===== config.mk =====
export PLATFORM = sky130hd
export DESIGN_NAME = source_text_tokenizer
export DESIGN_NICKNAME = d
export VERILOG_FILES = /design/src/hdl/stt_pkg.sv /design/src/hdl/stt_front.sv /design/src/hdl/stt_queue.sv /design/src/hdl/stt_back.sv /design/src/hdl/source_text_tokenizer.sv
export VERILOG_INCLUDE_DIRS = /design/src /design/src/hdl
export SDC_FILE = /design/constraint.sdc
export NUM_CORES = 1
export LEC_CHECK = 0
export BUFFER_PORTS_ARGS = -buffer_cell sky130_fd_sc_hd__buf_2
export CAP_MARGIN = 20
export CELL_PAD_IN_SITES_DETAIL_PLACEMENT = 2
export CELL_PAD_IN_SITES_GLOBAL_PLACEMENT = 2
export CORE_ASPECT_RATIO = 0.6
export CORE_MARGIN = 3
export CORE_UTILIZATION = 42
export DETAILED_ROUTE_END_ITERATION = 7
export GPL_ROUTABILITY_DRIVEN = 0
export PLACE_DENSITY = 0.85
export REMOVE_ABC_BUFFERS = 1
export SLEW_MARGIN = 20
export SYNTH_ARGS = -nofsm -noshare
export SYNTH_HDL_FRONTEND = slang
export SYNTH_SLANG_ARGS = --single-unit

===== constraint.sdc =====
create_clock -name clk -period 2.5 [get_ports clk]
set_input_delay 0.25 -clock clk [delete_from_list [all_inputs] [get_ports clk]]
set_output_delay 0.25 -clock clk [all_outputs]
set_load 0.01 [all_outputs]

===== src/hdl/assert_macros.svh =====
// Assertion macros shared by the tokenizer RTL
`ifndef ASSERT_MACROS_SVH
`define ASSERT_MACROS_SVH
`ifndef SYNTHESIS
`define STT_ASSERT(lbl, prop) \
	lbl: assert property (@(posedge clk) disable iff (!arst_n) (prop)) \
		else $error("tokenizer assertion failed");
`define STT_ASSERT_IMP(lbl, ante, cons) \
	lbl: assert property (@(posedge clk) disable iff (!arst_n) (ante) |-> (cons)) \
		else $error("tokenizer assertion failed");
`define STT_ASSERT_NXT(lbl, ante, cons) \
	lbl: assert property (@(posedge clk) disable iff (!arst_n) (ante) |=> (cons)) \
		else $error("tokenizer assertion failed");
`else
`define STT_ASSERT(lbl, prop)
`define STT_ASSERT_IMP(lbl, ante, cons)
`define STT_ASSERT_NXT(lbl, ante, cons)
`endif
`endif


===== src/hdl/stt_pkg.sv =====
// Types, character codes and classification functions for the source text tokenizer
package stt_pkg;

	localparam int QUEUE_DEPTH_DEF = 4;

	localparam logic [7:0] CH_0     = 8'h30;
	localparam logic [7:0] CH_9     = 8'h39;
	localparam logic [7:0] CH_UA    = 8'h41;
	localparam logic [7:0] CH_UZ    = 8'h5A;
	localparam logic [7:0] CH_LA    = 8'h61;
	localparam logic [7:0] CH_LZ    = 8'h7A;
	localparam logic [7:0] CH_QUOTE = 8'h22;
	localparam logic [7:0] CH_SEMI  = 8'h3B;
	localparam logic [7:0] CH_COMMA = 8'h2C;
	localparam logic [7:0] CH_EQ    = 8'h3D;
	localparam logic [7:0] CH_LPAR  = 8'h28;
	localparam logic [7:0] CH_RPAR  = 8'h29;
	localparam logic [7:0] CH_LBRC  = 8'h7B;
	localparam logic [7:0] CH_RBRC  = 8'h7D;

	typedef enum logic [1:0] {
		MODE_IDLE = 2'd0,
		MODE_INT  = 2'd1,
		MODE_ID   = 2'd2,
		MODE_STR  = 2'd3
	} mode_t;

	typedef enum logic [3:0] {
		KIND_ID    = 4'd0,
		KIND_INT   = 4'd1,
		KIND_STR   = 4'd2,
		KIND_SEMI  = 4'd3,
		KIND_COMMA = 4'd4,
		KIND_EQ    = 4'd5,
		KIND_LPAR  = 4'd6,
		KIND_RPAR  = 4'd7,
		KIND_LBRC  = 4'd8,
		KIND_RBRC  = 4'd9,
		KIND_EOF   = 4'd10
	} kind_t;

	typedef enum logic [2:0] {
		CL_SKIP,
		CL_DIGIT,
		CL_LETTER,
		CL_QUOTE,
		CL_PUNCT
	} char_class_t;

	typedef struct packed {
		kind_t      kind;
		logic [7:0] ch;
		logic       present;
		logic       last;
	} tok_item_t;

	// an accepted byte is queued only if it gives an item; it gives one or two items; first is always valid
	typedef struct packed {
		logic      second_vld;
		tok_item_t second;
		tok_item_t first;
	} tok_op_t;

	function automatic char_class_t classify(input logic [7:0] c);
		char_class_t cls;
		unique case (c) inside
			[CH_0:CH_9]:                cls = CL_DIGIT;
			[CH_UA:CH_UZ], [CH_LA:CH_LZ]: cls = CL_LETTER;
			CH_QUOTE:                   cls = CL_QUOTE;
			CH_SEMI, CH_COMMA, CH_EQ, CH_LPAR, CH_RPAR, CH_LBRC, CH_RBRC:
				cls = CL_PUNCT;
			default:                    cls = CL_SKIP;
		endcase
		return cls;
	endfunction

	function automatic kind_t punct_kind(input logic [7:0] c);
		kind_t k;
		unique case (c)
			CH_SEMI:  k = KIND_SEMI;
			CH_COMMA: k = KIND_COMMA;
			CH_EQ:    k = KIND_EQ;
			CH_LPAR:  k = KIND_LPAR;
			CH_RPAR:  k = KIND_RPAR;
			CH_LBRC:  k = KIND_LBRC;
			CH_RBRC:  k = KIND_RBRC;
			default:  k = KIND_EOF;
		endcase
		return k;
	endfunction

	function automatic kind_t mode_kind(input mode_t m);
		kind_t k;
		unique case (m)
			MODE_INT: k = KIND_INT;
			MODE_ID:  k = KIND_ID;
			default:  k = KIND_STR;
		endcase
		return k;
	endfunction

	function automatic tok_item_t mk_item(input kind_t kind, input logic [7:0] ch,
			input logic present, input logic last);
		tok_item_t it;
		it.kind    = kind;
		it.ch      = present ? ch : 8'h00;
		it.present = present;
		it.last    = last;
		return it;
	endfunction

endpackage


===== src/hdl/stt_front.sv =====
// Front end: accepts text bytes, tracks the scan mode and builds the result items
module stt_front (
	input  logic            clk,
	input  logic            arst_n,
	input  logic            s_tvalid,
	output logic            s_tready,
	input  logic            s_tuser,   // [0] cmd: end of text
	input  logic [7:0]      s_tdata,   // [7:0] text_byte
	input  logic            q_full,
	output logic            push,
	output stt_pkg::tok_op_t op
);
	import stt_pkg::*;

	mode_t       mode_q, mode_d, fresh_mode;
	char_class_t cls;
	tok_item_t   lead, tail;
	logic        lead_vld, tail_vld;
	tok_item_t   fresh;
	logic        fresh_vld;
	logic        accept;

	assign s_tready = !q_full;
	assign accept   = s_tvalid && s_tready;
	assign cls      = classify(s_tdata);

	// next scan mode
	always_comb begin
		fresh_mode = MODE_IDLE;
		unique case (cls)
			CL_DIGIT:  fresh_mode = MODE_INT;
			CL_LETTER: fresh_mode = MODE_ID;
			CL_QUOTE:  fresh_mode = MODE_STR;
			default: ;
		endcase
		mode_d = fresh_mode;
		if (s_tuser) begin
			mode_d = MODE_IDLE;
		end else begin
			unique case (mode_q)
				MODE_INT: begin
					if (cls == CL_DIGIT) begin
						mode_d = MODE_INT;
					end
				end
				MODE_ID: begin
					if (cls == CL_DIGIT || cls == CL_LETTER) begin
						mode_d = MODE_ID;
					end
				end
				MODE_STR: begin
					mode_d = (cls == CL_QUOTE) ? MODE_IDLE : MODE_STR;
				end
				default: ;
			endcase
		end
	end

	// item for a byte seen from idle
	always_comb begin
		fresh     = mk_item(KIND_ID, 8'h00, 1'b0, 1'b0);
		fresh_vld = 1'b0;
		unique case (cls)
			CL_DIGIT: begin
				fresh     = mk_item(KIND_INT, s_tdata, 1'b1, 1'b0);
				fresh_vld = 1'b1;
			end
			CL_LETTER: begin
				fresh     = mk_item(KIND_ID, s_tdata, 1'b1, 1'b0);
				fresh_vld = 1'b1;
			end
			CL_PUNCT: begin
				fresh     = mk_item(punct_kind(s_tdata), s_tdata, 1'b1, 1'b1);
				fresh_vld = 1'b1;
			end
			default: ;
		endcase
	end

	always_comb begin
		lead     = mk_item(mode_kind(mode_q), 8'h00, 1'b0, 1'b1);
		lead_vld = 1'b0;
		tail     = fresh;
		tail_vld = fresh_vld;
		if (s_tuser) begin
			lead_vld = (mode_q != MODE_IDLE);
			tail     = mk_item(KIND_EOF, 8'h00, 1'b0, 1'b1);
			tail_vld = 1'b1;
		end else begin
			unique case (mode_q)
				MODE_INT: begin
					lead_vld = 1'b1;
					if (cls == CL_DIGIT) begin
						lead     = mk_item(KIND_INT, s_tdata, 1'b1, 1'b0);
						tail_vld = 1'b0;
					end
				end
				MODE_ID: begin
					lead_vld = 1'b1;
					if (cls == CL_DIGIT || cls == CL_LETTER) begin
						lead     = mk_item(KIND_ID, s_tdata, 1'b1, 1'b0);
						tail_vld = 1'b0;
					end
				end
				MODE_STR: begin
					lead_vld = 1'b1;
					tail_vld = 1'b0;
					if (cls != CL_QUOTE) begin
						lead = mk_item(KIND_STR, s_tdata, 1'b1, 1'b0);
					end
				end
				default: ;
			endcase
		end
	end

	always_comb begin
		if (lead_vld) begin
			op.first      = lead;
			op.second     = tail;
			op.second_vld = tail_vld;
		end else begin
			op.first      = tail;
			op.second     = tail;
			op.second_vld = 1'b0;
		end
		push = accept && (lead_vld || tail_vld);
	end

	always_ff @(posedge clk or negedge arst_n) begin
		if (!arst_n) begin
			mode_q <= MODE_IDLE;
		end else if (accept) begin
			mode_q <= mode_d;
		end
	end

`include "assert_macros.svh"

	`STT_ASSERT_NXT(a_eof_to_idle, accept && s_tuser, mode_q == MODE_IDLE)

endmodule


===== src/hdl/stt_queue.sv =====
// Short queue of decoded transactions between front and back end
module stt_queue #(
	parameter int DEPTH = stt_pkg::QUEUE_DEPTH_DEF
) (
	input  logic             clk,
	input  logic             arst_n,
	input  logic             push,
	input  stt_pkg::tok_op_t wdata,
	output logic             full,
	input  logic             pop,
	output stt_pkg::tok_op_t rdata,
	output logic             empty
);
	import stt_pkg::*;

	localparam int AW = $clog2(DEPTH);
	localparam int CW = $clog2(DEPTH + 1);

	tok_op_t         mem_q [DEPTH];
	logic [AW-1:0]   wr_ptr_q, rd_ptr_q;
	logic [CW-1:0]   count_q;

	assign full  = (count_q == CW'(DEPTH));
	assign empty = (count_q == '0);
	assign rdata = mem_q[rd_ptr_q];

	always_ff @(posedge clk) begin
		if (push) begin
			mem_q[wr_ptr_q] <= wdata;
		end
	end

	always_ff @(posedge clk or negedge arst_n) begin
		if (!arst_n) begin
			wr_ptr_q <= '0;
			rd_ptr_q <= '0;
			count_q  <= '0;
		end else begin
			if (push) begin
				wr_ptr_q <= (wr_ptr_q == AW'(DEPTH - 1)) ? '0 : wr_ptr_q + 1'b1;
			end
			if (pop) begin
				rd_ptr_q <= (rd_ptr_q == AW'(DEPTH - 1)) ? '0 : rd_ptr_q + 1'b1;
			end
			if (push && !pop) begin
				count_q <= count_q + 1'b1;
			end else if (pop && !push) begin
				count_q <= count_q - 1'b1;
			end
		end
	end

`include "assert_macros.svh"

	`STT_ASSERT(a_count_range, count_q <= CW'(DEPTH))
	`STT_ASSERT_IMP(a_no_overflow, push, !full)
	`STT_ASSERT_IMP(a_no_underflow, pop, !empty)

endmodule


===== src/hdl/stt_back.sv =====
// Back end: unpacks queued transactions into single result items on the output register
module stt_back (
	input  logic             clk,
	input  logic             arst_n,
	input  logic             q_empty,
	input  stt_pkg::tok_op_t q_rdata,
	output logic             q_pop,
	output logic             m_tvalid,
	input  logic             m_tready,
	output logic [7:0]       m_tdata,   // [7:0] token_char
	output logic [4:0]       m_tuser,   // [3:0] token_kind, [4] char_present
	output logic             m_tlast
);
	import stt_pkg::*;

	tok_item_t cur_q, nxt_q;
	logic      cur_vld_q, nxt_vld_q;
	logic      m_fire;

	assign m_fire = m_tvalid && m_tready;
	assign q_pop  = !q_empty && (!cur_vld_q || (m_fire && !nxt_vld_q));

	always_ff @(posedge clk or negedge arst_n) begin
		if (!arst_n) begin
			cur_vld_q <= 1'b0;
			nxt_vld_q <= 1'b0;
		end else if (q_pop) begin
			cur_vld_q <= 1'b1;
			nxt_vld_q <= q_rdata.second_vld;
		end else if (m_fire) begin
			cur_vld_q <= nxt_vld_q;
			nxt_vld_q <= 1'b0;
		end
	end

	always_ff @(posedge clk) begin
		if (q_pop) begin
			cur_q <= q_rdata.first;
			nxt_q <= q_rdata.second;
		end else if (m_fire && nxt_vld_q) begin
			cur_q <= nxt_q;
		end
	end

	assign m_tvalid = cur_vld_q;
	assign m_tdata  = cur_q.ch;
	assign m_tuser  = {cur_q.present, cur_q.kind};
	assign m_tlast  = cur_q.last;

`include "assert_macros.svh"

	`STT_ASSERT_IMP(a_nxt_needs_cur, nxt_vld_q, cur_vld_q)
	`STT_ASSERT_IMP(a_marker_is_last, cur_vld_q && !cur_q.present, cur_q.last)

endmodule


===== src/hdl/source_text_tokenizer.sv =====
// A result item passes through the decoded-transaction queue and the output register to the master side.
// One byte is accepted per cycle while the queue is not full; a byte that closes a token and starts another,
// or an end of text that closes a token, gives two items, which the output register presents one after the other.
// The decoded-transaction queue (QUEUE_DEPTH entries) absorbs those bursts and output stalls.
// Reset (arst_n low, asynchronous): scan mode to idle, queue emptied, no output valid.
module source_text_tokenizer #(
	parameter int QUEUE_DEPTH = stt_pkg::QUEUE_DEPTH_DEF
) (
	input  logic       clk,
	input  logic       arst_n,
	input  logic       s_tvalid,
	output logic       s_tready,
	input  logic       s_tuser,   // [0] cmd
	input  logic [7:0] s_tdata,   // [7:0] text_byte
	output logic       m_tvalid,
	input  logic       m_tready,
	output logic [7:0] m_tdata,   // [7:0] token_char
	output logic [4:0] m_tuser,   // [3:0] token_kind, [4] char_present
	output logic       m_tlast    // token_end
);
	import stt_pkg::*;

	tok_op_t push_op, pop_op;
	logic    push, pop, q_full, q_empty;

	stt_front u_front (
		.clk      (clk),
		.arst_n   (arst_n),
		.s_tvalid (s_tvalid),
		.s_tready (s_tready),
		.s_tuser  (s_tuser),
		.s_tdata  (s_tdata),
		.q_full   (q_full),
		.push     (push),
		.op       (push_op)
	);

	stt_queue #(
		.DEPTH (QUEUE_DEPTH)
	) u_queue (
		.clk    (clk),
		.arst_n (arst_n),
		.push   (push),
		.wdata  (push_op),
		.full   (q_full),
		.pop    (pop),
		.rdata  (pop_op),
		.empty  (q_empty)
	);

	stt_back u_back (
		.clk      (clk),
		.arst_n   (arst_n),
		.q_empty  (q_empty),
		.q_rdata  (pop_op),
		.q_pop    (pop),
		.m_tvalid (m_tvalid),
		.m_tready (m_tready),
		.m_tdata  (m_tdata),
		.m_tuser  (m_tuser),
		.m_tlast  (m_tlast)
	);

endmodule


After elaboration in Yosys (flattened, before gate mapping)
Memory sizes are Yosys's and may differ from the RTL's.
Index checks and enable logic that the tools add are counted.
{"block": "totals", "ff_bits": 39, "ram_bits": 116, "input_bits": 13, "out_inout_bits": 16, "wordCells": 109, "memories": 1}
{"block": "op_classes", "addsub": 4, "order_cmp": 6, "n_eq_ne": 19, "n_mux": 36, "reduce_logical": 29}
{"name": "u_queue.mem_q", "words": 4, "word_bits": 29, "rd": 1, "rd_ports_with_merged_regs": 0, "wr": 1, "line": "stt_queue.sv:19", "source": "tok_op_t mem_q [DEPTH];"}
{"op": "$pmux W14 S3", "count": 2}
{"op": "$mux W14", "count": 4}
{"op": "$eq A8 B6 Y1 const B", "count": 6}
{"op": "$mux W12", "count": 3}
{"op": "$mux W29", "count": 1}
{"op": "$pmux W4 S7", "count": 1}
{"op": "$eq A8 B7 Y1 const B", "count": 2}
{"op": "$ge A8 B7 Y1 const B", "count": 2}
{"op": "$le A8 B7 Y1 const B", "count": 2}
{"op": "$mux W1", "count": 12}
{"op": "$mux W2", "count": 6}
{"op": "$pmux W2 S3", "count": 2}
{"op": "$pmux W3 S4", "count": 1}
{"op": "$logic_and A1 B1 Y1", "count": 11}
{"op": "$eq A2 B2 Y1 const B", "count": 4}
{"op": "$ge A8 B6 Y1 const B", "count": 1}
{"op": "$le A8 B6 Y1 const B", "count": 1}
{"op": "$reduce_bool A2 Y1", "count": 4}
{"op": "$reduce_or A7 Y1", "count": 1}
{"op": "$eq A3 B2 Y1 const B", "count": 2}
{"op": "$eq A3 B3 Y1 const B", "count": 2}
{"op": "$logic_not A1 Y1", "count": 6}
{"op": "$mux W3", "count": 2}
{"op": "$reduce_or A3 Y1", "count": 2}
{"op": "other kinds (11)", "count": 14}

Longest topological paths before layout
Gate-level depths: netlist of the first run.
{"block": "depth", "word_depth": 16, "depth_mapped": 11, "ltp_nobuf": 11}

Hierarchy
From an unflattened synthesis of the first run, not the netlist that was laid out.
{"block": "hier_totals", "cells_unflattened": 364, "area_unflattened_um2": 6626.4}
{"mod": "stt_queue", "n_inst": 1, "cells_per_inst": 188, "area_per_inst_um2": 4600.7, "seq_area_each_um2": 3658.5}
{"mod": "stt_back", "n_inst": 1, "cells_per_inst": 56, "area_per_inst_um2": 1182.4, "seq_area_each_um2": 890.9}
{"mod": "stt_front", "n_inst": 1, "cells_per_inst": 120, "area_per_inst_um2": 843.3, "seq_area_each_um2": 50.0}

Worst setup path after synthesis of the first run
OpenSTA, ideal clock, no wires.
{"block": "synth_path", "path_type": "input to register", "start": "in s_tdata[0]", "end": "reg u_queue.count_q[1]", "setup_time_ps": 125, "arrival_ps": 2462, "required_ps": 2375, "path_slack_ps": -86, "stages": 9, "n_path_buf": 1, "path_cell_list": "buf_2 > or4_4 > o221ai_2 > a21boi_4 > a21oi_4 > ha_1 > inv_1 > fa_1 > mux2_2"}
{"block": "synth_via", "elab_chain_len": 15, "word_cells_on_any_way": 37, "cone_classes": "6 x order compare; 11 x eq/ne; 7 x mux; 13 x reduce/logical"}
{"item": "start: declaration", "line": "source_text_tokenizer.sv:14", "source": "input logic [7:0] s_tdata,"}
{"item": "$ge A8 B7 Y1 (implied by the code) / $le A8 B7 Y1 (equally long branches)", "line": "stt_front.sv:25", "source": "assign cls = classify(s_tdata);"}
{"item": "$logic_and A1 B1 Y1 (implied by the code)", "line": "stt_front.sv:25"}
{"item": "$reduce_or A2 Y1", "line": "stt_pkg.sv:66", "source": "unique case (c) inside"}
{"item": "$pmux W3 S4 *", "line": "stt_pkg.sv:66"}
{"item": "$eq A3 B3 Y1, or another cell as far along", "line": "stt_front.sv:63", "source": "unique case (cls)"}
{"item": "$reduce_or A3 Y1 (no source line)"}
{"item": "$mux W1", "line": "stt_front.sv:63"}
{"item": "$mux W1 (on tied branches)", "line": "stt_front.sv:100, stt_front.sv:93"}
{"item": "$pmux W1 S3 *", "line": "stt_front.sv:90", "source": "unique case (mode_q)"}
{"item": "$mux W1 *", "line": "stt_front.sv:85", "source": "if (s_tuser) begin"}
{"item": "$logic_or A1 B1 Y1 *", "line": "stt_front.sv:127", "source": "push = accept && (lead_vld || tail_vld);"}
{"item": "$logic_and A1 B1 Y1 *", "line": "stt_front.sv:127"}
{"item": "via push", "line": "source_text_tokenizer.sv:24", "source": "logic push, pop, q_full, q_empty;"}
{"item": "$logic_not A1 Y1", "line": "stt_queue.sv:47", "source": "end else if (pop && !push) begin"}
{"item": "$logic_and A1 B1 Y1", "line": "stt_queue.sv:47"}
{"item": "$reduce_bool A2 Y1 (no source line)"}
{"item": "end signal: assignment", "line": "stt_queue.sv:46", "source": "count_q <= count_q + 1'b1;"}
{"item": "end signal: assignment", "line": "stt_queue.sv:48", "source": "count_q <= count_q - 1'b1;"}
{"item": "end: declaration", "line": "stt_queue.sv:21", "source": "logic [CW-1:0] count_q;"}
Mark *: on every way through the listed nets, which the timed path passes. The rest lies on a longest branch.
A chain may end at the register's enable or synchronous reset.

==> results of run 1 <==
per-layer routing:
metal  wire length, µm  vias to the layer above
met2              8650                       90
met5                 0                        -
met3               788                       21
met1              7710                     1843
met4               218                        0
li1                  -                     1506
where the power goes:
part / switching [µW] / internal [µW]
Combinational: 1220 / 1140
Sequential: 313 / 3580
Clock: 1080 / 1570
worst register-to-register path: stages, from the launching register on:
cell,delay [ns]
dfrtp_1,0.39
inv_1,0.08
ha_1,0.25
buf_4,0.20
a311oi_4,0.35
a2111oi_2,0.10
buf_4,0.16
a211oi_4,0.24
buf_12,0.18
and2_1,0.22
synth_stat cells, types with 2 or more instances:
master    number  share of area
a21oi_1        7         0.0055
a311oi_1       3         0.0041
a31oi_1        2         0.0020
and2_1        21          0.021
buf_2          3         0.0023
clkbuf_1      12         0.0070
dfrtp_1       11          0.043
edfxtp_1     144           0.68
ha_1          10          0.020
inv_1         11         0.0064
mux2_2        18          0.032
mux2_4         2         0.0047
mux2i_1        2         0.0031
mux4_2        29           0.10
nand2_1       17          0.010
nand3_1        4         0.0031
nor2_1         8         0.0047
nor3_1         3         0.0023
nor3b_1        3         0.0035
nor4_1         2         0.0020
o21ai_0        6         0.0047
xnor2_1        3         0.0041
xor2_1         3         0.0041
stage by stage:
step                      total power, µW  instances
final                                8910        625
after global routing                 9310        624
after CTS                            9020        622
after detailed placement             6290        590
after global placement               6080        590
after floorplan                      5230        333
worst paths after layout:
kind | start | to | slack [ns] | depth (start not counted)
max in group asynchronous | arst_n | u_queue.rd_ptr_q[0] | 1.97 | 2
worst max register to register | u_front.mode_q[0] | u_queue.mem_q[1][5] | 0.16 | 9
min in group asynchronous | arst_n | u_back.m_tvalid | 0.25 | 2
worst min-delay path | m_tready | u_back.nxt_vld_q | 0.15 | 4
worst max-delay path | u_front.mode_q[0] | u_queue.mem_q[1][5] | 0.16 | 9
worst min register to register | u_queue.count_q[2] | u_queue.count_q[2] | 0.53 | 1
flip-flops by register name (all words and copies together) (netlist names):
| name | flops |
|---|---|
| u_queue.rd_ptr_q | 2 |
| u_back.m_tlast | 1 |
| u_back.m_tdata | 8 |
| u_back.nxt_q | 14 |
| u_queue.wr_ptr_q | 2 |
| u_queue.mem_q | 116 |
| u_back.nxt_vld_q | 1 |
| u_back.m_tuser | 5 |
| u_front.mode_q | 2 |
| u_queue.count_q | 3 |
| u_back.m_tvalid | 1 |
cell type report:
class / instances / area [µm²]
timing repair buffer: 62 / 498
sequential: 155 / 4600
multi-input combinational: 167 / 1740
inverter: 11 / 41.3
clock buffer: 18 / 429
clock inverter: 13 / 164
tap: 198 / 248
fill: 1315 / 6990
antenna: 1 / 2.50
cell families (layout without fill, tap and decap cells):
group | after synthesis | in the layout | share of synthesized area
DFF | 155 | 155 | 0.718
and+or+nand+nor | 62 | 62 | 0.0514
muxes | 51 | 51 | 0.141
AOI/OAI and AO/OA | 33 | 33 | 0.0412
buffers and inverters | 27 | 104 | 0.0164
adders and majority gates | 11 | 11 | 0.0227
xor gates and xnor gates | 6 | 6 | 0.00821
other | 1 | 5 | 0.000585
timing repair:
| action | CTS | global route |
|---|---|---|
| setup endpoints to repair | 4 | 34 |
| endpoints found under the hold margin | 11 | 0 |
| hold buffers | 1 | 0 |
| gates resized for setup | 1 | 7 |
| setup buffers | 0 | 2 |
==> metrics.md, run 1 <==
| Metric | Value |
|---|---|
| Finished Cell Area | `7730 µm²` |
| Average wire per cell in the routed design | `about 28 µm` |
| Worst path max stage delay | `between 0.3 and 0.4 ns` |
| Syn Inst Count | `346` |
| Starting density of the core | `0.435` |
| Layout cells sized above 1 | `0.354` |
| Num CTS Buffers | `17` |
| Min-delay worst type | `in -> reg` |
| Nets | `438` |
| # rows | `34` |
| Detailed-route DRC error count | `0` |
| Largest net degree at the start of global routing | `33` |
| Clock skew | `approximately 0.012 ns` |
| Yosys cell types | `45` |
| Slew Viols, Final | `0` |
| Io pins | `29` |
| Max-slew headroom | `0.366` |
| GRT Util Overall | `0.220` |
| Initial antenna violation count | `0` |
| Slowest CP cell | `dfrtp_1` |
| WP data required | `around 2.8 ns` |
| Final hold violations | `0` |
| Synth Warn # | `0` |
| Crit-path max FO | `12` |
| Post-synth EDFFs | `144` |
| Area added between synthesis and finish | `20.6%` |
| Clk sinks | `155` |
| # port buffers | `28` |
| Cell Area, Placed | `~7100 µm²` |
| Status | `finished clean` |
| Share of flip-flops with an asynchronous set or reset | `0.0710` |
| Max clock buf depth | `2` |
| Worst-Skew Late Latency | `0.42 ns` |
| Crit-path leading delay family | `compound AO/OA/AOI/OAI gates` |
| Setup slack at placement | `-0.0985 ns` |
| Starting DRT DRC Count | `around 220` |
| Tcrit/Tclk final | `0.936` |
| Number of global-route vias before repair | `between 3000 and 4000` |
| Global route total overflow | `0` |
| Post-synthesis sequential area ratio | `0.718` |
| Util after Layout | `0.525` |
| Hold Slack | `about 0.15 ns` |
| Vias per Instance | `about 5.5` |
| Leak Pwr | `0.00275 µW` |
| # setup viols final | `0` |
| Die W | `between 150 and 200 µm` |
| Overall routed net length | `approximately 17000 µm` |
| Upper clock frequency limit | `approximately 430 MHz` |
| Root buffer cell | `clkbuf_16` |
| Startpoint types | `flop` |
| M2 GR Usage | `0.369` |
| Post-Syn Area | `around 6400 µm²` |
| Vias | `3460` |
| Reg clk slew, reported paths | `0.06 ns` |
| GR peak layer | `met2` |
| H-tree levels | `4` |
| CORE AREA | `approximately 15000 µm²` |
| Actual slew at the worst max-slew pin | `around 0.95 ns` |
| GR Util met3 | `0.0499` |
| Setup tns final | `0 ns` |
| First-pass DRT Iterations | `4` |
| Crit. End Element | `flop` |
| Critical path type | `reg -> reg` |
| Synth Flop Type | `edfxtp_1` |
| Commonest cells after routing, fill and taps aside | `edfxtp_1, mux4_2, buf_2, buf_4` |
| Die Ht | `between 100 and 150 µm` |
| Flops & latches, synth | `155` |
| GR Util met1 | `0.297` |
| Die footprint | `around 17000 µm²` |
| Detailed placer's ending HPWL | `approximately 10000 µm` |
| CP cell instances | `inv_1, ha_1, buf_4, a311oi_4, a2111oi_2, buf_4, a211oi_4, buf_12, and2_1` |
| Number of max-cap violations | `0` |
| Syn Area/Cell | `~19 µm²` |
| CTS tree | `yes` |
| Max VDD drop | `a little under 0.0008 V` |
| Routed Antenna Nets | `0` |
| Worst Path Arrival | `~2.6 ns` |
| Worst path bufs/invs | `4` |
| Power density over cell area | `about 1200 nW/µm²` |
| Critical path's most frequent cell | `buf_4` |
| Commonest non-fill, non-tap cell in the layout | `edfxtp_1` |
| Final worst slack | `roughly 0.16 ns` |
| First-pass GRT wire length | `roughly 26000 µm` |
| Post-layout min period | `2.34 ns` |
(Power assumes the default switching activity.)
==> run 2: changes to the inputs <==
- SETUP_SLACK_MARGIN: default -> 0.2
==> run 2 against run 1 <==
Sequential share of layout area shrank 1.1 points. Clock skew shrank 0.00086 ns. Non-clock buffer count grew 7. Critical endpoint is now u_queue.mem_q[3][9]. Largest power group unchanged. Highest routed layer unchanged. Critical path type unchanged.
==> metrics.md, run 2 (synthesized netlist as in run 1, its figures left out) <==
| Metric | Value |
|---|---|
| Status | `finished clean` |
| Slowest CP cell | `dfrtp_1` |
| Clock skew | `0.0114 ns (-0.000858 ns)` |
| First-pass DRT Iterations | `5 (+1)` |
| Actual slew at the worst max-slew pin | `0.821 ns (-0.130 ns)` |
| Biggest register | `u_queue.mem_q` |
| Sequential power share | `0.434 (-0.003)` |
| CORE AREA | `14700 µm² (unchanged)` |
| H-tree levels | `4 (unchanged)` |
| Number of max-cap violations | `0 (unchanged)` |
| N_diodes | `0 (-1)` |
| Detailed placer's ending HPWL | `10400 µm (unchanged)` |
| Routed Antenna Nets | `0 (unchanged)` |
| Util after Layout | `0.535 (+0.0103)` |
| CP cell instances | `inv_1, ha_4, buf_8, a311oi_4, a2111oi_4, buf_4, a211oi_4, clkbuf_16, and2_4` |
| Power density over cell area | `1140 nW/µm² (-1.2%)` |
| Slew Viols, Final | `0 (unchanged)` |
| Reg2reg start | `u_front.mode_q[1]` |
| Setup crit start | `u_front.mode_q[1]` |
| Detailed-route DRC error count | `0 (unchanged)` |
| Overall routed net length | `18000 µm (+3.5%)` |
| # setup viols final | `0 (unchanged)` |
| Global route total overflow | `0 (unchanged)` |
| Setup slack at placement | `-0.0985 ns (unchanged)` |
| Average wire per cell in the routed design | `28.5 µm (+2.5%)` |
| Die W | `165 µm (unchanged)` |
| Largest net degree at the start of global routing | `33 (unchanged)` |
| DRT met1 WL | `7840 µm (+1.7%)` |
| Worst-Skew Late Latency | `0.42 ns (about the same)` |
| Tcrit/Tclk final | `0.918 (-0.0174)` |
| Max reg flops | `116 (unchanged)` |
| Crit-path max FO | `5 (-7)` |
| Commonest non-fill, non-tap cell in the layout | `edfxtp_1` |
| Final hold violations | `0 (unchanged)` |
| Reg clk slew, reported paths | `0.07 ns (about the same)` |
| Critical path type | `reg -> reg` |
| Met2 WL | `9170 µm (+6.0%)` |
| Io pins | `29 (unchanged)` |
| Startpoint types | `flop` |
| Num CTS Buffers | `17 (unchanged)` |
| Starting DRT DRC Count | `249 (+13%)` |
| Layout cells sized above 1 | `0.400 (+0.0451)` |
| Clock share of power | `0.297 (about the same)` |
| Min-delay worst type | `in -> reg` |
| Upper clock frequency limit | `436 MHz (+1.9%)` |
| Internal | `6330 µW (+0.59%)` |
| Leak Pwr | `0.00280 µW (+1.9%)` |
| Starting density of the core | `0.435 (unchanged)` |
| First-pass GRT wire length | `26600 µm (+1.8%)` |
| FF-to-FF path depth | `9 (unchanged)` |
| Worst path max stage delay | `0.38 ns (about the same)` |
| Max-slew headroom | `0.449 (+0.0831)` |
| RSZ-0062 raised after global routing | `false` |
| Crit-path leading delay family | `compound AO/OA/AOI/OAI gates` |
| Root buffer cell | `clkbuf_16` |
| CP Depth | `9 (unchanged)` |
| Max clock buf depth | `2 (unchanged)` |
| Fillcell total | `1308 (-0.53%)` |
| Area added between synthesis and finish | `23.0%` |
| Nets | `445 (+1.6%)` |
| Worst Path Arrival | `2.58 ns (about the same)` |
| Commonest cells after routing, fill and taps aside | `edfxtp_1, mux4_2, buf_4, buf_2` |
| Vias | `3488 (+0.81%)` |
| Flop-to-flop setup slack | `0.20 ns (+0.04 ns)` |
| R2R Path End | `u_queue.mem_q[3][9]` |
| WP data required | `2.78 ns (+0.02 ns)` |
| Combinational power share | `0.269 (+0.004)` |
| Max VDD drop | `0.000826 V (+5.0%)` |
| Top layer in use | `met4` |
| CTS tree | `yes` |
| Worst setup path endpoint | `u_queue.mem_q[3][9]` |
| Post-layout min period | `2.30 ns (-0.0436 ns)` |
| Sw frac | `0.295 (+0.00121)` |
| Die footprint | `16800 µm² (unchanged)` |
| Crit. End Element | `flop` |
| Initial antenna violation count | `0 (unchanged)` |
| # port buffers | `28 (unchanged)` |
| Clk sinks | `155 (unchanged)` |
| # rows | `34 (unchanged)` |
| Sw power | `2650 µW (+1.2%)` |
| Die Ht | `102 µm (unchanged)` |
| Final worst slack | `0.204 ns (+0.0436 ns)` |
| Vias per Instance | `5.53 (-0.15%)` |
| Number of global-route vias before repair | `3981 (+0.68%)` |
| Worst path bufs/invs | `4 (unchanged)` |
| GRT Util Overall | `0.225 (+0.00516)` |
| DR WL met3 | `796 µm (+1.0%)` |
==> run 2: changes by cell type in the layout (fill, tap and decap cells not counted), moves of 3 or more <==
cell | before | now
and2_1 | 18 | 13
ha_1 | 10 | 7
and2_4 | 1 | 7
buf_4 | 25 | 29
==> run 2: timing repair <==
action	CTS	global route
setup buffers	1	7
hold endpoints to repair	11	0
pin swaps	0	8
hold buffers	1	0
resized for setup	5	27
cloned	0	1
endpoints found under the setup margin	34	62
==> run 2: layout make-up <==
cell class | instances | area [µm²] | share of cell area
clock buffers | 18 | 429 | 0.0545
clock inverters | 13 | 164 | 0.0208
inverters | 11 | 41.3 | 0.00524
multi-input cells | 167 | 1810 | 0.230
flip-flops and latches | 155 | 4600 | 0.584
well taps | 198 | 248 | 0.0314
repair buffers | 69 | 579 | 0.0735
==> run 2: layer usage <==
layer / GRT usage / vias up
li1: - / 1512
met1: 0.300 / 1873
met2: 0.383 / 91
met3: 0.0507 / 12
met4: 0.0543 / 0
met5: 0 / -
==> run 2: worst min-delay path, delay by kind of cell <==
| family | cells | cell delay [ns] |
|---|---|---|
| simple gates | 2 | 0.11 |
| buf+inv | 1 | 0.10 |
| compound gates | 1 | 0.07 |
==> run 2: per-stage QoR <==
stage | hold slack, ns | cell area, µm² | power, µW | cells | TNS, ns
2_1_floorplan | -0.0456 | 6350 | 5230 | 333 | -0.165
3_3_place_gp | 0.145 | 7070 | 6080 | 590 | 0
3_5_place_dp | 0.168 | 7070 | 6290 | 590 | -2.72
4_1_cts | 0.143 | 7700 | 9020 | 623 | 0
5_1_grt | 0.173 | 7880 | 9380 | 631 | 0
6_report | 0.154 | 7880 | 8980 | 631 | 0
==> run 2: worst min path at each step <==
stage / startpoint / endpoint / slack (ns) / cells past startpoint
3_5_place_dp: arst_n / u_back.m_tvalid / 0.17 / 1
3_3_place_gp: arst_n / u_back.m_tvalid / 0.15 / 1
4_1_cts: m_tready / u_back.nxt_vld_q / 0.14 / 4
2_1_floorplan: arst_n / u_back.m_tvalid / -0.05 / 0
6_report: m_tready / u_back.nxt_vld_q / 0.15 / 4
5_1_grt: m_tready / u_back.nxt_vld_q / 0.17 / 4
==> run 2: power by group through the flow <==
stage               Clock [µW]  Combinational [µW]  Sequential, µW
finish                    2660                2420            3900
global route              2810                2620            3950
CTS                       2700                2410            3910
detailed placement           0                2350            3940
global placement             0                2220            3870
floorplan                    0                1220            4010
==> run 3: changes to the inputs <==
--- a/config.mk
+++ b/config.mk
@@ -8,2 +8,3 @@
 export LEC_CHECK = 0
+export ABC_AREA = 1
 export BUFFER_PORTS_ARGS = -buffer_cell sky130_fd_sc_hd__buf_2
@@ -14,3 +15,3 @@
 export CORE_MARGIN = 3
-export CORE_UTILIZATION = 42
+export CORE_UTILIZATION = 38
 export DETAILED_ROUTE_END_ITERATION = 7
--- a/constraint.sdc
+++ b/constraint.sdc
@@ -3,2 +3,2 @@
 set_output_delay 0.25 -clock clk [all_outputs]
-set_load 0.01 [all_outputs]
+set_load 0.02 [all_outputs]
==> run 3 against run 2 <==
Cell area rose by 1.8%. Largest power group unchanged. Final cell count rose by 38%. First-iteration DRC count grew 30%. Fmax grew 4.5%. Largest cell class unchanged. Area after synthesis up 2.1%. Combinational power is 22% higher. Power grew 3.6%. Sequential share of layout area fell by 1.0 points. Worst hold slack worse by 0.025 ns. Clock-buffer cell count fell by 1.
==> metrics.md, run 3 <==
| Metric | Value |
|---|---|
| Post-synthesis sequential area ratio | `0.703 (-0.0148)` |
| Final worst slack | `0.303 ns (+0.0988 ns)` |
| Crit. End Element | `flop` |
| Most used standard cell by instance count after synthesis | `edfxtp_1` |
| Max VDD drop | `0.000481 V (-42%)` |
| Clock share of power | `0.270 (-0.027)` |
| Die W | `175 µm (+6.0%)` |
| Number of max-cap violations | `0 (unchanged)` |
| Synth area leaders | `edfxtp_1, nor2_1, o21ai_0` |
| Leak Pwr | `0.00300 µW (+7.0%)` |
| PnR Total Power | `9300 µW (+3.6%)` |
| Num CTS Buffers | `17 (unchanged)` |
| Biggest register | `u_queue.mem_q` |
| Vias | `4634 (+33%)` |
| Critical path type | `in -> reg` |
| Clock skew | `0.0105 ns (-0.000955 ns)` |
| Detailed placer's ending HPWL | `12800 µm (+24%)` |
| # rows | `36 (+5.9%)` |
| Combinational power share | `0.317 (+0.048)` |
| Area added between synthesis and finish | `22.6%` |
| Global route total overflow | `0 (unchanged)` |
| Vias per Instance | `5.33 (-3.5%)` |
| Flop-to-flop setup slack | `0.32 ns (+0.12 ns)` |
| CTS tree | `yes` |
| Max reg flops | `116 (unchanged)` |
| GR Util met1 | `0.275 (-0.0251)` |
| Startpoint types | `input port` |
| GR peak layer | `met2` |
| Reg clk slew, reported paths | `0.07 ns (about the same)` |
| Max clock buf depth | `2 (unchanged)` |
| First-pass GRT wire length | `32100 µm (+21%)` |
| Commonest cells post-synth | `edfxtp_1, nor2_1, o21ai_0, nand2_1, inv_1` |
| Post-synth EDFFs | `144 (unchanged)` |
| WP data required | `2.82 ns (+0.04 ns)` |
| Setup slack at placement | `-0.252 ns (-0.153 ns)` |
| CORE AREA | `16500 µm² (+12%)` |
| First-pass DRT Iterations | `5 (unchanged)` |
| Commonest non-fill, non-tap cell in the layout | `edfxtp_1` |
| RSZ-0062 raised after global routing | `false` |
| Routed Antenna Nets | `0 (unchanged)` |
| Flops & latches, synth | `155 (unchanged)` |
| N_diodes | `0 (unchanged)` |
| Cell Area, Placed | `7310 µm² (+3.3%)` |
| Starting DRT DRC Count | `323 (+30%)` |
| Io pins | `29 (unchanged)` |
| Share of flip-flops with an asynchronous set or reset | `0.0710 (unchanged)` |
| GRT Util Overall | `0.232 (+0.00617)` |
| Tcrit/Tclk final | `0.879 (-0.0395)` |
| Commonest cells after routing, fill and taps aside | `edfxtp_1, nor2_1, o21ai_0, nand2_1, buf_4` |
| Final hold violations | `0 (unchanged)` |
| Layout cells sized above 1 | `0.239 (-0.161)` |
| Die footprint | `18900 µm² (+12%)` |
| Slew Viols, Final | `0 (unchanged)` |
| Post-Syn Area | `6540 µm² (+2.1%)` |
| Yosys cell types | `33 (-27%)` |
| Worst Path Arrival | `2.52 ns (-0.06 ns)` |
| Sequential power share | `0.413 (-0.021)` |
| Util after Layout | `0.485 (-0.0503)` |
| Largest net degree at the start of global routing | `36 (+9.1%)` |
| M2 GR Usage | `0.430 (+0.0469)` |
| Nets | `652 (+47%)` |
| Root buffer cell | `clkbuf_16` |
| Top cell type's share of synthesized area | `0.661 (-0.0139)` |
| Number of global-route vias before repair | `5320 (+34%)` |
| Post-layout min period | `2.20 ns (-0.0988 ns)` |
| Sw frac | `0.371 (+0.0758)` |
| Syn Area/Cell | `11.8 µm² (-36%)` |
| Average wire per cell in the routed design | `23.8 µm (-16%)` |
| # setup viols final | `0 (unchanged)` |
| Syn Inst Count | `555 (+60%)` |
| Starting density of the core | `0.396 (-0.0395)` |
| # port buffers | `28 (unchanged)` |
| Die Ht | `108 µm (+5.9%)` |
| Worst-Skew Late Latency | `0.44 ns (+0.02 ns)` |
| Clk sinks | `155 (unchanged)` |
| GR Util met3 | `0.0402 (-0.0105)` |
| Max-slew headroom | `0.596 (+0.147)` |
| Initial antenna violation count | `0 (unchanged)` |
| Finished Cell Area | `8020 µm² (+1.8%)` |
| Synth Flop Type | `edfxtp_1` |
| Detailed-route DRC error count | `0 (unchanged)` |
| Upper clock frequency limit | `455 MHz (+4.5%)` |
| Internal | `5850 µW (-7.5%)` |
| Min-delay worst type | `in -> reg` |
| Status | `finished clean` |
| H-tree levels | `4 (unchanged)` |
| Actual slew at the worst max-slew pin | `0.600 ns (-0.221 ns)` |
| Yosys top cell by area | `edfxtp_1` |
| Overall routed net length | `20700 µm (+15%)` |
| Power density over cell area | `1160 nW/µm² (+1.8%)` |
| Sw power | `3450 µW (+30%)` |
| Hold Slack | `0.128 ns (-0.0255 ns)` |
| Crit-path max FO | `3 (-2)` |
| Synth Warn # | `0 (unchanged)` |
==> run 3: cell count changes in the layout (fill, tap and decap cells not counted), sizes merged, moves of 21 or more <==
cell,previous run,this run
and2,21,0
inv,15,40
mux4,29,0
nand2,17,59
nor2,8,131
o21ai,6,72
==> run 3: metrics by stage <==
stage          TNS, ns  std cells
3_5_place_dp    -0.338        831
6_report             0        869
2_1_floorplan   -63.90        534
4_1_cts              0        868
5_1_grt              0        869
3_3_place_gp   -0.0248        831
==> run 3: cell families (layout without fill, tap and decap cells) <==
| family | count (synthesis) | count (layout) | share of synthesized area |
|---|---|---|---|
| AOI/OAI and AO/OA | 116 | 116 | 0.0960 |
| and+or+nand+nor | 211 | 211 | 0.140 |
| buffers and inverters | 59 | 142 | 0.0352 |
| xor gates and xnor gates | 2 | 2 | 0.00268 |
| other | 1 | 4 | 0.000573 |
| DFF | 155 | 155 | 0.703 |
| adders and majority gates | 11 | 11 | 0.0222 |
==> run 3: power by group through the flow <==
stage | Combinational [µW] | Clock [µW] | Sequential [µW]
finish | 2950 | 2510 | 3840
global route | 3280 | 2660 | 3890
CTS | 2960 | 2550 | 3840
detailed placement | 2870 | 0 | 3890
global placement | 2620 | 0 | 3820
floorplan | 1300 | 0 | 4100
==> run 3: routing by layer <==
layer / routed length [µm] / vias to the layer above / share of wire
li1: - / 2096 / -
met1: 8620 / 2423 / 0.42
met2: 11000 / 86 / 0.53
met3: 634 / 29 / 0.031
met4: 391 / 0 / 0.019
met5: 0 / - / 0
==> run 3: final timing paths <==
| path | from | to | cells past startpoint |
|---|---|---|---|
| worst max-delay path | s_tdata[6] | u_queue.count_q[2] | 20 |
| worst min-delay path | m_tready | u_back.nxt_vld_q | 4 |
| worst max register to register | u_front.mode_q[1] | u_queue.count_q[1] | 13 |
| worst min register to register | u_back.nxt_vld_q | u_back.nxt_vld_q | 2 |
| max in group asynchronous | arst_n | u_queue.rd_ptr_q[0] | 2 |
| min in group asynchronous | arst_n | u_queue.wr_ptr_q[1] | 2 |
==> run 3: timing repair <==
item / in CTS / in global routing
gates resized for setup: 18 / 11
pin swaps: 3 / 3
hold buffers: 1 / 0
hold endpoints to repair: 11 / 0
setup buffers: 4 / 1
setup endpoints to repair: 2 / 4
==> run 3: critical path, cell delays in order <==
cell and delay [ns]:
buf_2 0.12, inv_1 0.11, nand2_2 0.10, nor2_2 0.18, nand2_2 0.11, nand2_2 0.12
nor2_4 0.06, nand3_2 0.10, nand2_1 0.09, nand3_2 0.07, nand2_2 0.07, nand3_4 0.08
nand2_4 0.05, inv_1 0.06, ha_1 0.16, inv_2 0.05, fa_2 0.35, a21oi_2 0.13
o21ai_1 0.08, xor2_1 0.15
==> run 3: layout make-up <==
| class | count | area [µm²] |
|---|---|---|
| fill | 1631 | 8510 |
| timing repair buffer | 75 | 616 |
| multi-input combinational | 344 | 1820 |
| clock inverter | 15 | 136 |
| clock buffer | 17 | 425 |
| tap | 228 | 285 |
| inverter | 35 | 131 |
| sequential | 155 | 4600 |
